### config.mk
export PLATFORM = sky130hd
export DESIGN_NAME = joystick_differential_drive_mixer
export DESIGN_NICKNAME = d
export VERILOG_FILES = /design/src/hw/rtl/jddm_pkg.sv /design/src/hw/rtl/jddm_axis_scale.sv /design/src/hw/rtl/jddm_mix.sv /design/src/hw/rtl/joystick_differential_drive_mixer.sv
export SDC_FILE = /design/constraint.sdc
export NUM_CORES = 1
export LEC_CHECK = 0
export ABC_AREA = 1
export BUFFER_PORTS_ARGS = -buffer_cell sky130_fd_sc_hd__buf_4
export CAP_MARGIN = 20
export CELL_PAD_IN_SITES_DETAIL_PLACEMENT = 0
export CELL_PAD_IN_SITES_GLOBAL_PLACEMENT = 2
export CORE_UTILIZATION = 39
export DETAILED_ROUTE_END_ITERATION = 8
export PLACE_DENSITY = 0.79
export SETUP_SLACK_MARGIN = 0.15
export SYNTH_ARGS = -nofsm -noshare
export SYNTH_HDL_FRONTEND = slang
export SYNTH_SLANG_ARGS = --single-unit
export TNS_END_PERCENT = 30
### constraint.sdc
create_clock -name clk -period 6.3 [get_ports clk]
set_clock_uncertainty 0.1 [all_clocks]
set_input_delay 0.63 -clock clk [delete_from_list [all_inputs] [get_ports clk]]
set_output_delay 0.63 -clock clk [all_outputs]
set_load 0.005 [all_outputs]
### src/hw/rtl/jddm_pkg.sv
// Joystick differential drive mixer: shared types and constants.
// Used by jddm_axis_scale, jddm_mix and joystick_differential_drive_mixer.
package jddm_pkg;

    localparam logic [9:0]  AXIS_CENTER = 10'd510;
    localparam logic [7:0]  DUTY_MAX    = 8'd255;

    localparam logic [9:0]  UPPER_RESET = 10'd550;
    localparam logic [8:0]  LOWER_RESET = 9'd470;

    // floor(n / d) ~ (n * RECIP) >> RECIP_SHIFT, off by at most one low
    localparam int          RECIP_SHIFT = 26;
    localparam logic [17:0] RECIP_POS   = 18'd130816;   // floor(2^26 / 513)
    localparam logic [17:0] RECIP_NEG   = 18'd131585;   // floor(2^26 / 510) - 1
    localparam logic [16:0] DIV_POS     = 17'd513;
    localparam logic [16:0] DIV_NEG     = 17'd510;

    localparam logic [0:0]  REG_UPPER   = 1'b0;
    localparam logic [0:0]  REG_LOWER   = 1'b1;

    typedef enum logic [2:0] {
        DIR_FORWARD  = 3'd0,
        DIR_BACKWARD = 3'd1,
        DIR_RIGHT    = 3'd2,
        DIR_LEFT     = 3'd3,
        DIR_NEUTRAL  = 3'd4
    } dir_t;

    typedef struct packed {
        logic vld;
        dir_t dir;
        logic spd_on;     // Y magnitude is on the drive side of center
        logic steer_pos;  // X right of center and above upper threshold
        logic steer_neg;  // X left of center and below lower threshold
        logic turn_on;    // spin turn with X on the turn side of center
    } mix_ctrl_t;

endpackage

### src/hw/rtl/jddm_axis_scale.sv
// One axis: |v - 510| * 255 / (513 above center, 510 below), truncated.
// Three register stages: deflection, reciprocal multiply, correction.
// Depends on jddm_pkg.
module jddm_axis_scale
    import jddm_pkg::*;
(
    input  logic       clk,
    input  logic [9:0] sample,
    output logic [7:0] mag
);

    logic        above;
    logic [9:0]  defl;
    logic [17:0] defl_wide;
    logic [16:0] n_next;
    logic [16:0] n_reg;
    logic        neg_reg;

    logic [17:0] recip;
    logic [34:0] prod;
    logic [7:0]  q0_next;
    logic [7:0]  q0_reg;
    logic [16:0] n2_reg;
    logic        neg2_reg;

    logic [16:0] qd;
    logic [16:0] rem;
    logic [16:0] div;
    logic [7:0]  mag_next;
    logic [7:0]  mag_reg;

    always_comb
    begin
        above     = sample > AXIS_CENTER;
        defl      = above ? sample - AXIS_CENTER : AXIS_CENTER - sample;
        defl_wide = {8'b0, defl};
        n_next    = 17'((defl_wide << 8) - defl_wide);
    end

    always_comb
    begin
        recip   = neg_reg ? RECIP_NEG : RECIP_POS;
        prod    = {18'b0, n_reg} * {17'b0, recip};
        q0_next = prod[RECIP_SHIFT +: 8];
    end

    always_comb
    begin
        if (neg2_reg)
        begin
            qd  = ({9'b0, q0_reg} << 9) - ({9'b0, q0_reg} << 1);
            div = DIV_NEG;
        end
        else
        begin
            qd  = ({9'b0, q0_reg} << 9) + {9'b0, q0_reg};
            div = DIV_POS;
        end
        rem      = n2_reg - qd;
        mag_next = (rem >= div) ? q0_reg + 8'd1 : q0_reg;
    end

    always_ff @(posedge clk)
    begin
        n_reg    <= n_next;
        neg_reg  <= ~above;
        q0_reg   <= q0_next;
        n2_reg   <= n_reg;
        neg2_reg <= neg_reg;
        mag_reg  <= mag_next;
    end

    assign mag = mag_reg;

endmodule

### src/hw/rtl/jddm_mix.sv
// Final stage: steering mix with saturation, H-bridge decode, result register.
// Depends on jddm_pkg.
module jddm_mix
    import jddm_pkg::*;
(
    input  logic       clk,
    input  logic       rst_n,
    input  mix_ctrl_t  ctrl,
    input  logic [7:0] mag_x,
    input  logic [7:0] mag_y,
    output logic       done,
    output logic [2:0] direction,
    output logic [3:0] bridge_bits,
    output logic [7:0] right_duty,
    output logic [7:0] left_duty
);

    logic [7:0] base;
    logic [8:0] sum_r;
    logic [8:0] sum_l;
    logic [7:0] right_next;
    logic [7:0] left_next;
    logic [3:0] bits_next;

    logic       done_reg;
    logic [2:0] dir_reg;
    logic [3:0] bits_reg;
    logic [7:0] right_reg;
    logic [7:0] left_reg;

    always_comb
    begin
        base       = ctrl.spd_on ? mag_y : 8'd0;
        sum_r      = {1'b0, base} + {1'b0, mag_x};
        sum_l      = sum_r;
        right_next = 8'd0;
        left_next  = 8'd0;
        bits_next  = 4'b0000;
        unique case (ctrl.dir) inside
            DIR_FORWARD, DIR_BACKWARD:
            begin
                right_next = base;
                left_next  = base;
                if (ctrl.steer_pos)
                begin
                    right_next = (base > mag_x) ? base - mag_x : 8'd0;
                    left_next  = sum_l[8] ? DUTY_MAX : sum_l[7:0];
                end
                else if (ctrl.steer_neg)
                begin
                    right_next = sum_r[8] ? DUTY_MAX : sum_r[7:0];
                    left_next  = (base > mag_x) ? base - mag_x : 8'd0;
                end
                bits_next = (ctrl.dir == DIR_FORWARD) ? 4'b0101 : 4'b1010;
            end
            DIR_RIGHT:
            begin
                right_next = ctrl.turn_on ? mag_x : 8'd0;
                left_next  = right_next;
                bits_next  = 4'b1001;
            end
            DIR_LEFT:
            begin
                right_next = ctrl.turn_on ? mag_x : 8'd0;
                left_next  = right_next;
                bits_next  = 4'b0110;
            end
            default:
            begin
                right_next = 8'd0;
                left_next  = 8'd0;
                bits_next  = 4'b0000;
            end
        endcase
    end

    always_ff @(posedge clk or negedge rst_n)
    begin
        if (!rst_n)
        begin
            done_reg <= 1'b0;
        end
        else
        begin
            done_reg <= ctrl.vld;
        end
    end

    always_ff @(posedge clk)
    begin
        dir_reg   <= ctrl.dir;
        bits_reg  <= bits_next;
        right_reg <= right_next;
        left_reg  <= left_next;
    end

    assign done        = done_reg;
    assign direction   = dir_reg;
    assign bridge_bits = bits_reg;
    assign right_duty  = right_reg;
    assign left_duty   = left_reg;

endmodule

### src/hw/rtl/joystick_differential_drive_mixer.sv
// Joystick differential drive mixer, top level: input register, thresholds,
// direction decision and control pipeline. Depends on jddm_pkg, jddm_axis_scale, jddm_mix.
//
//  channel   signals                                          handshake
//  --------  -----------------------------------------------  ----------------------
//  item in   joystick_x, joystick_y, link_valid               start & !busy
//  item out  direction, bridge_bits, right_duty, left_duty    done, one cycle
//  config    cfg_index, cfg_data                              cfg_write
//
// One item per cycle; results appear in order.
// busy is always low: the five-stage pipeline has no loop and no shared unit.
// Latency is set by the reciprocal multiply and its correction step per axis.
// Reset clears the pipeline valid bits and loads thresholds 550 and 470.
// The receiver cannot stall; done marks each result for exactly one cycle.
module joystick_differential_drive_mixer
    import jddm_pkg::*;
(
    input  logic       clk,
    input  logic       rst_n,
    input  logic       start,
    output logic       busy,
    input  logic [9:0] joystick_x,
    input  logic [9:0] joystick_y,
    input  logic       link_valid,
    input  logic       cfg_write,
    input  logic [0:0] cfg_index,
    input  logic [9:0] cfg_data,
    output logic       done,
    output logic [2:0] direction,
    output logic [3:0] bridge_bits,
    output logic [7:0] right_duty,
    output logic [7:0] left_duty
);

    logic [9:0] upper_reg;
    logic [8:0] lower_reg;

    logic       vld_reg;
    logic [9:0] x_reg;
    logic [9:0] y_reg;
    logic       link_reg;

    logic       xpos;
    logic       xneg;
    logic       ypos;
    logic       yneg;
    mix_ctrl_t  ctrl_next;
    mix_ctrl_t  ctrl1_reg;
    mix_ctrl_t  ctrl2_reg;
    mix_ctrl_t  ctrl3_reg;

    logic [7:0] mag_x;
    logic [7:0] mag_y;

    assign busy = 1'b0;

    always_ff @(posedge clk or negedge rst_n)
    begin
        if (!rst_n)
        begin
            upper_reg <= UPPER_RESET;
            lower_reg <= LOWER_RESET;
        end
        else if (cfg_write)
        begin
            unique case (cfg_index)
                REG_UPPER: upper_reg <= cfg_data;
                REG_LOWER: lower_reg <= cfg_data[8:0];
                default:   upper_reg <= upper_reg;
            endcase
        end
    end

    always_ff @(posedge clk or negedge rst_n)
    begin
        if (!rst_n)
        begin
            vld_reg <= 1'b0;
        end
        else
        begin
            vld_reg <= start & ~busy;
        end
    end

    always_ff @(posedge clk)
    begin
        x_reg    <= joystick_x;
        y_reg    <= joystick_y;
        link_reg <= link_valid;
    end

    always_comb
    begin
        xpos = x_reg > upper_reg;
        xneg = x_reg < {1'b0, lower_reg};
        ypos = y_reg > upper_reg;
        yneg = y_reg < {1'b0, lower_reg};

        ctrl_next     = '0;
        ctrl_next.vld = vld_reg;
        if (!link_reg)
            ctrl_next.dir = DIR_NEUTRAL;
        else if (ypos)
            ctrl_next.dir = DIR_FORWARD;
        else if (yneg)
            ctrl_next.dir = DIR_BACKWARD;
        else if (xpos)
            ctrl_next.dir = DIR_RIGHT;
        else if (xneg)
            ctrl_next.dir = DIR_LEFT;
        else
            ctrl_next.dir = DIR_NEUTRAL;

        ctrl_next.spd_on    = (ctrl_next.dir == DIR_FORWARD && y_reg > AXIS_CENTER)
                           || (ctrl_next.dir == DIR_BACKWARD && y_reg < AXIS_CENTER);
        ctrl_next.steer_pos = xpos && x_reg > AXIS_CENTER;
        ctrl_next.steer_neg = xneg && x_reg < AXIS_CENTER;
        ctrl_next.turn_on   = (ctrl_next.dir == DIR_RIGHT && x_reg > AXIS_CENTER)
                           || (ctrl_next.dir == DIR_LEFT && x_reg < AXIS_CENTER);
    end

    always_ff @(posedge clk or negedge rst_n)
    begin
        if (!rst_n)
        begin
            ctrl1_reg <= '0;
            ctrl2_reg <= '0;
            ctrl3_reg <= '0;
        end
        else
        begin
            ctrl1_reg <= ctrl_next;
            ctrl2_reg <= ctrl1_reg;
            ctrl3_reg <= ctrl2_reg;
        end
    end

    jddm_axis_scale u_scale_x
    (
        .clk    (clk),
        .sample (x_reg),
        .mag    (mag_x)
    );

    jddm_axis_scale u_scale_y
    (
        .clk    (clk),
        .sample (y_reg),
        .mag    (mag_y)
    );

    jddm_mix u_mix
    (
        .clk         (clk),
        .rst_n       (rst_n),
        .ctrl        (ctrl3_reg),
        .mag_x       (mag_x),
        .mag_y       (mag_y),
        .done        (done),
        .direction   (direction),
        .bridge_bits (bridge_bits),
        .right_duty  (right_duty),
        .left_duty   (left_duty)
    );

    a_done_follows_accept: assert property (@(posedge clk) disable iff (!rst_n)
        done |-> $past(start && !busy, 5))
        else $error("result without an accepted item");

    a_no_link_neutral: assert property (@(posedge clk) disable iff (!rst_n)
        done |-> ($past(link_valid, 5) || direction == DIR_NEUTRAL))
        else $error("invalid link did not give neutral");

    a_neutral_stopped: assert property (@(posedge clk) disable iff (!rst_n)
        (done && direction == DIR_NEUTRAL) |->
            (bridge_bits == 4'b0000 && right_duty == 8'd0 && left_duty == 8'd0))
        else $error("neutral result with drive");

    a_forward_needs_y: assert property (@(posedge clk) disable iff (!rst_n)
        (done && direction == DIR_FORWARD) |-> ($past(joystick_y, 5) > upper_reg))
        else $error("forward without Y above threshold");

endmodule

==> results of run 1 <==
synth_stat cells (all sizes together):
| library cell | count |
|---|---|
| fa | 202 |
| o21bai | 9 |
| a22oi | 1 |
| or2 | 4 |
| nand3b | 4 |
| o21a | 7 |
| nor3 | 29 |
| and2 | 3 |
| dfrtp | 35 |
| o22ai | 4 |
| dfstp | 10 |
| a21oi | 132 |
| dfxtp | 148 |
| nand4 | 20 |
| and3 | 3 |
| a211oi | 3 |
| a21boi | 1 |
| clkinv | 6 |
| inv | 613 |
| xnor2 | 18 |
| buf | 10 |
| clkbuf | 19 |
| ha | 306 |
| xor2 | 93 |
| nand2 | 614 |
| o211ai | 5 |
| a31oi | 9 |
| o21ai | 111 |
| o2111ai | 2 |
| nor2 | 171 |
| a221oi | 1 |
| a21o | 4 |
| conb | 2 |
| o31ai | 1 |
| nand3 | 125 |
path summary, 6_finish.rpt:
kind                              startpoint  cells past startpoint                   to
setup / recovery           u_scale_y.neg_reg                     20  u_scale_y.q0_reg[1]
hold / removal                         rst_n                      1         upper_reg[8]
setup reg to reg           u_scale_y.neg_reg                     20  u_scale_y.q0_reg[1]
hold reg to reg                 ctrl2_reg[7]                      0         ctrl3_reg[7]
max in group asynchronous              rst_n                      1         ctrl3_reg[7]
min in group clk               joystick_x[5]                      1             x_reg[5]
logic make-up (layout without fill, tap and decap cells):
kind of cell / count (synthesis) / in the layout
adders and majority gates: 508 / 508
AOI/OAI and AO/OA: 290 / 290
other: 2 / 14
xor gates and xnor gates: 111 / 111
DFF: 193 / 193
buffers and inverters: 648 / 721
and+or+nand+nor: 973 / 973
cell type report:
type	instances	area (sq um)
fill	5475	30000
sequential	193	4100
timing repair buffer	70	533
clock inverter	9	97.6
clock buffer	23	479
antenna	1	2.50
tap	688	861
inverter	619	2330
multi-input combinational	1895	14700
per-stage QoR:
step / instance area (sq um) / hold WS (ns) / utilization [%]
3_5_place_dp: 22400 / 0.242 / 42.3
5_1_grt: 23100 / 0.0902 / 43.4
6_report: 23100 / 0.0660 / 43.4
4_1_cts: 23000 / 0.0508 / 43.3
2_1_floorplan: 21200 / 0.231 / -
3_3_place_gp: 22400 / 0.236 / 42.3
repair_timing:
item,4_1_cts,5_1_grt
endpoints found under the setup margin,0,10
resized for setup,0,10
setup buffers,0,2
hold endpoints to repair,0,0
metal layers:
| metal | vias up | global-route usage, % | wire length (um) |
|---|---|---|---|
| li1 | 8540 | - | - |
| met1 | 7810 | 30.4 | 28400 |
| met2 | 266 | 31.5 | 22800 |
| met3 | 42 | 2.83 | 1770 |
| met4 | 0 | 4.76 | 678 |
| met5 | - | 0 | 0 |
==> flow_metrics.env, run 1 <==
export IMPL_status="finished, final reports clean"
export IMPL_synth_simple_area_share_pct=19.5
export IMPL_crit_required_ns=6.56
export IMPL_synth_top_family_by_area="adder cells"
export IMPL_period_needed_ns=5.78
export IMPL_die_area_sq_um=55200
export IMPL_gp_congestion=0.898
export IMPL_layout_cells_non_filler=3498
export IMPL_initial_core_util_pct=39.9
export IMPL_setup_ws_ns=0.524
export IMPL_cts_buffers=17
export IMPL_cts_tree="yes"
export IMPL_antenna_found_initial=2
export IMPL_synth_top_area_share_pct=19.1
export IMPL_clock_fmax_mhz=173
export IMPL_synthXorXnorAreaFrac_pct=4.63
export IMPL_crit_top_cell="fa_1"
export IMPL_synthMuxAreaShare_pct=0
export IMPL_end_kind="flop"
export IMPL_finalSetupViolations=0
export IMPL_layout_drive_gt1_share_pct=6.23
export IMPL_core_region_area_sq_um=53100
export IMPL_rsz0062_at_grt="no"
export IMPL_grtUsageTotal_pct=20.6
export IMPL_syn_area_sq_um=21200
export IMPL_synth_seq_area_share_pct=19.4
export IMPL_slew_headroom_pct=46.5
export IMPL_rows=84
export IMPL_yosys_register_bits=193
export IMPL_hpwlAfterDp_mm=46.5
export IMPL_critical_path_arrival_ns=6.03
export IMPL_r2r_setup_slack_ns=0.52
export IMPL_grt_pass1_vias=17031
export IMPL_ys_types=52
export IMPL_via_per_inst=4.76
export IMPL_startpoint_type="flop"
export IMPL_avgSynthCellArea_sq_um=7.76
export IMPL_crit_chain="buf_8, nor2_1, fa_1, inv_1, fa_1, inv_1, ha_1, fa_1, fa_1, inv_1, fa_1, inv_1, ha_1, nand2_1, o21ai_0, a21oi_1, nor2_1, nor2_1, o21ai_0, xor2_1"
export IMPL_slew_viol_final=0
export IMPL_cpMaxStageDelayCell="fa_1"
export IMPL_firstDrtPassIters=5
export IMPL_min_period_over_period_pct=91.7
export IMPL_die_w_um=235
export IMPL_cts_hold_buf=0
export IMPL_syn2layout_area_growth_pct=9.00
export IMPL_grt_pass1_wl_mm=89.6
export IMPL_crit_fanout=29
export IMPL_crit_family="adder cells"
export IMPL_tightestPinTransition_ns=0.803
export IMPL_wl_mm=53.6
export IMPL_clock_sinks=193
export IMPL_crit_type="reg -> reg"
export IMPL_cts_root_buffer="clkbuf_16"
export IMPL_htreeDepth=4
export IMPL_port_buffers=59
export IMPL_synth_compound_gate_area_share_pct=7.57
export IMPL_die_h_um=235
export IMPL_syn_inst=2725
export IMPL_pre_cts_slack_ns=0.342
export IMPL_nNetsFinal=3340
export IMPL_cts_buffer_depth=2
export IMPL_mostFrequentLayoutCells="606 x inv_1, 589 x nand2_1, 306 x ha_1"
export IMPL_wire_per_inst_um=15.3
export IMPL_ios=61
export IMPL_critPathMaxStageDelay_ns=0.63
export IMPL_synthTopCellsByArea="fa_1 19%, ha_1 18%, dfxtp_1 14%"
export IMPL_hold_class="in -> async"
export IMPL_synth_adder_area_share_pct=37.2
export IMPL_crit_buf_inv=5
export IMPL_drc=0
export IMPL_drtIter0Drc=821
export IMPL_yosysTopAreaCell="fa_1"
export IMPL_synth_warnings=0
export IMPL_vias=16658
export IMPL_grt_overflow=0
export IMPL_grt_max_degree=46
export IMPL_layout_commonest_cell="inv_1"
export IMPL_clk_pin_slew_ns=0.07
export IMPL_dp_cells=3463
export IMPL_finalHoldViolations=0
export IMPL_clk_latency_ns=0.48
export IMPL_ant_nets=0
export IMPL_fin_setup_tns_ns=0
export IMPL_cap_violations=0
Power of run 1 is left out: the tool's default activity adds up to more than one toggle a clock period on the data nets, which glitch-free logic cannot reach.
==> run 2: changes to the inputs <==
--- a/config.mk
+++ b/config.mk
@@ -7,11 +7,11 @@
 export LEC_CHECK = 0
 export ABC_AREA = 1
 export BUFFER_PORTS_ARGS = -buffer_cell sky130_fd_sc_hd__buf_4
-export CAP_MARGIN = 20
 export CELL_PAD_IN_SITES_DETAIL_PLACEMENT = 0
 export CELL_PAD_IN_SITES_GLOBAL_PLACEMENT = 2
 export CORE_UTILIZATION = 39
 export DETAILED_ROUTE_END_ITERATION = 8
+export GPL_TIMING_DRIVEN = 0
 export PLACE_DENSITY = 0.79
 export SETUP_SLACK_MARGIN = 0.15
 export SYNTH_ARGS = -nofsm -noshare
==> run 2 against run 1 <==
Flip-flop and latch count stayed put. Final cell count is 0.46% higher. Global-route usage fell by 0.48 points. Utilization increased by 0.28 points. First-iteration DRC count shrank 1.6%.
==> flow_metrics.env, run 2 (synthesis gave the netlist of run 1 again) <==
export IMPL_status="finished, final reports clean"
export IMPL_rsz0062_at_grt="yes"
export IMPL_grtUsageTotal_pct=20.1
export IMPL_slew_viol_final=0
export IMPL_firstDrtPassIters=5
export IMPL_antenna_cells=0
export IMPL_end_kind="flop"
export IMPL_layout_drive_gt1_share_pct=7.08
export IMPL_cts_hold_buf=0
export IMPL_hold_class="in -> async"
export IMPL_critical_path_arrival_ns=6.14
export IMPL_htreeDepth=4
export IMPL_drc=0
export IMPL_crit_buf_inv=7
export IMPL_min_period_over_period_pct=93.5
export IMPL_ant_nets=0
export IMPL_grt_pass1_wl_mm=87.1
export IMPL_antenna_found_initial=3
export IMPL_period_needed_ns=5.89
export IMPL_mostFrequentLayoutCells="605 x inv_1, 587 x nand2_1, 306 x ha_1"
export IMPL_grt_pass1_vias=16415
export IMPL_clk_latency_ns=0.48
export IMPL_gp_congestion=0.867
export IMPL_vias=16633
export IMPL_die_h_um=235
export IMPL_holdWs_ns=0.0583
export IMPL_finalHoldViolations=0
export IMPL_tightestPinTransition_ns=0.606
export IMPL_fin_util_pct=43.7
export IMPL_setup_ws_ns=0.412
export IMPL_crit_fanout=10
export IMPL_die_w_um=235
export IMPL_cpMaxStageDelayCell="fa_2"
export IMPL_finalSetupViolations=0
export IMPL_ios=61
export IMPL_cts_tree="yes"
export IMPL_fillers=5413
export IMPL_cap_violations=0
export IMPL_post_cts_buffers=0
export IMPL_crit_required_ns=6.55
export IMPL_cts_root_buffer="clkbuf_16"
export IMPL_pre_cts_slack_ns=-0.491
export IMPL_crit_family="adder cells"
export IMPL_critPathMaxStageDelay_ns=0.59
export IMPL_wire_per_inst_um=15.2
export IMPL_crit_type="reg -> reg"
export IMPL_grt_overflow=0
export IMPL_port_buffers=59
export IMPL_hpwlAfterDp_mm=46.1
export IMPL_rows=84
export IMPL_startpoint_type="flop"
export IMPL_cts_buffers=17
export IMPL_layout_commonest_cell="inv_1"
export IMPL_core_region_area_sq_um=53100
export IMPL_clock_fmax_mhz=170
export IMPL_clk_pin_slew_ns=0.08
export IMPL_crit_chain="buf_6, clkinv_2, nand2_1, inv_1, fa_2, inv_1, fa_1, inv_1, fa_1, fa_1, fa_1, inv_1, fa_1, inv_1, ha_1, a21oi_1, o21ai_0, a21oi_1, o21ai_4, nand3_1, nand2_1, nand2_1, nand3_1, xor2_1"
export IMPL_slew_headroom_pct=59.6
export IMPL_wl_mm=53.3
export IMPL_initial_core_util_pct=39.9
export IMPL_via_per_inst=4.73
export IMPL_cts_buffer_depth=2
export IMPL_drtIter0Drc=808
export IMPL_die_area_sq_um=55200
export IMPL_syn2layout_area_growth_pct=9.70
export IMPL_nNetsFinal=3358
export IMPL_grt_max_degree=46
export IMPL_clock_sinks=193
==> run 2: area by class of cell <==
class                      count  area, sq um  share of cell area [%]
clock buffer                  20          457                    1.97
tap                          688          861                    3.71
buffer                        29          156                   0.674
multi-input combinational   1895        14700                    63.5
sequential                   193         4110                    17.7
clock inverter                11          120                   0.518
timing repair buffer          59          443                    1.91
inverter                     619         2330                    10.0
==> run 2: timing repair <==
action,4_1_cts,5_1_grt
endpoints found under the setup margin,16,15
pin swaps,0,2
gates resized for setup,14,36
endpoints found under the hold margin,0,0
==> run 2: worst paths after layout <==
kind	start	endpoint	slack (ns)	cells after the start
worst max-delay path	u_scale_x.neg_reg	u_scale_x.q0_reg[7]	0.41	24
worst min-delay path	rst_n	upper_reg[6]	0.06	1
worst max register to register	u_scale_x.neg_reg	u_scale_x.q0_reg[7]	0.41	24
worst min register to register	ctrl2_reg[4]	ctrl3_reg[4]	0.25	0
max in group asynchronous	rst_n	u_mix.done	5.62	1
min in group clk	joystick_y[1]	y_reg[1]	0.15	1
==> run 2: worst register-to-register path: stages, from the launching register on <==
cell      delay (ns)
dfxtp_2         0.39
buf_6           0.16
clkinv_2        0.14
nand2_1         0.13
inv_1           0.12
fa_2            0.59
inv_1           0.12
fa_1            0.41
inv_1           0.09
fa_1            0.41
fa_1            0.48
fa_1            0.54
inv_1           0.05
fa_1            0.53
inv_1           0.05
ha_1            0.33
a21oi_1         0.12
o21ai_0         0.11
a21oi_1         0.26
o21ai_4         0.12
nand3_1         0.08
nand2_1         0.10
nand2_1         0.08
nand3_1         0.08
xor2_1          0.16
==> run 2: stage by stage <==
stage               area, sq um  setup TNS, ns  cells
floorplan                 21200              0   2736
global placement          22500          -3.37   3483
detailed placement        22500          -3.49   3483
CTS                       23100              0   3514
global route              23200              0   3514
finish                    23200              0   3514
==> run 2: per-layer routing <==
| layer | vias up | share of wire [%] | GRT usage (%) |
|---|---|---|---|
| li1 | 8589 | - | - |
| met1 | 7707 | 53 | 30.4 |
| met2 | 297 | 41 | 29.8 |
| met3 | 40 | 3.9 | 2.64 |
| met4 | 0 | 1.3 | 5.02 |
| met5 | - | 0 | 0 |
Power of run 2 is left out for the same reason.
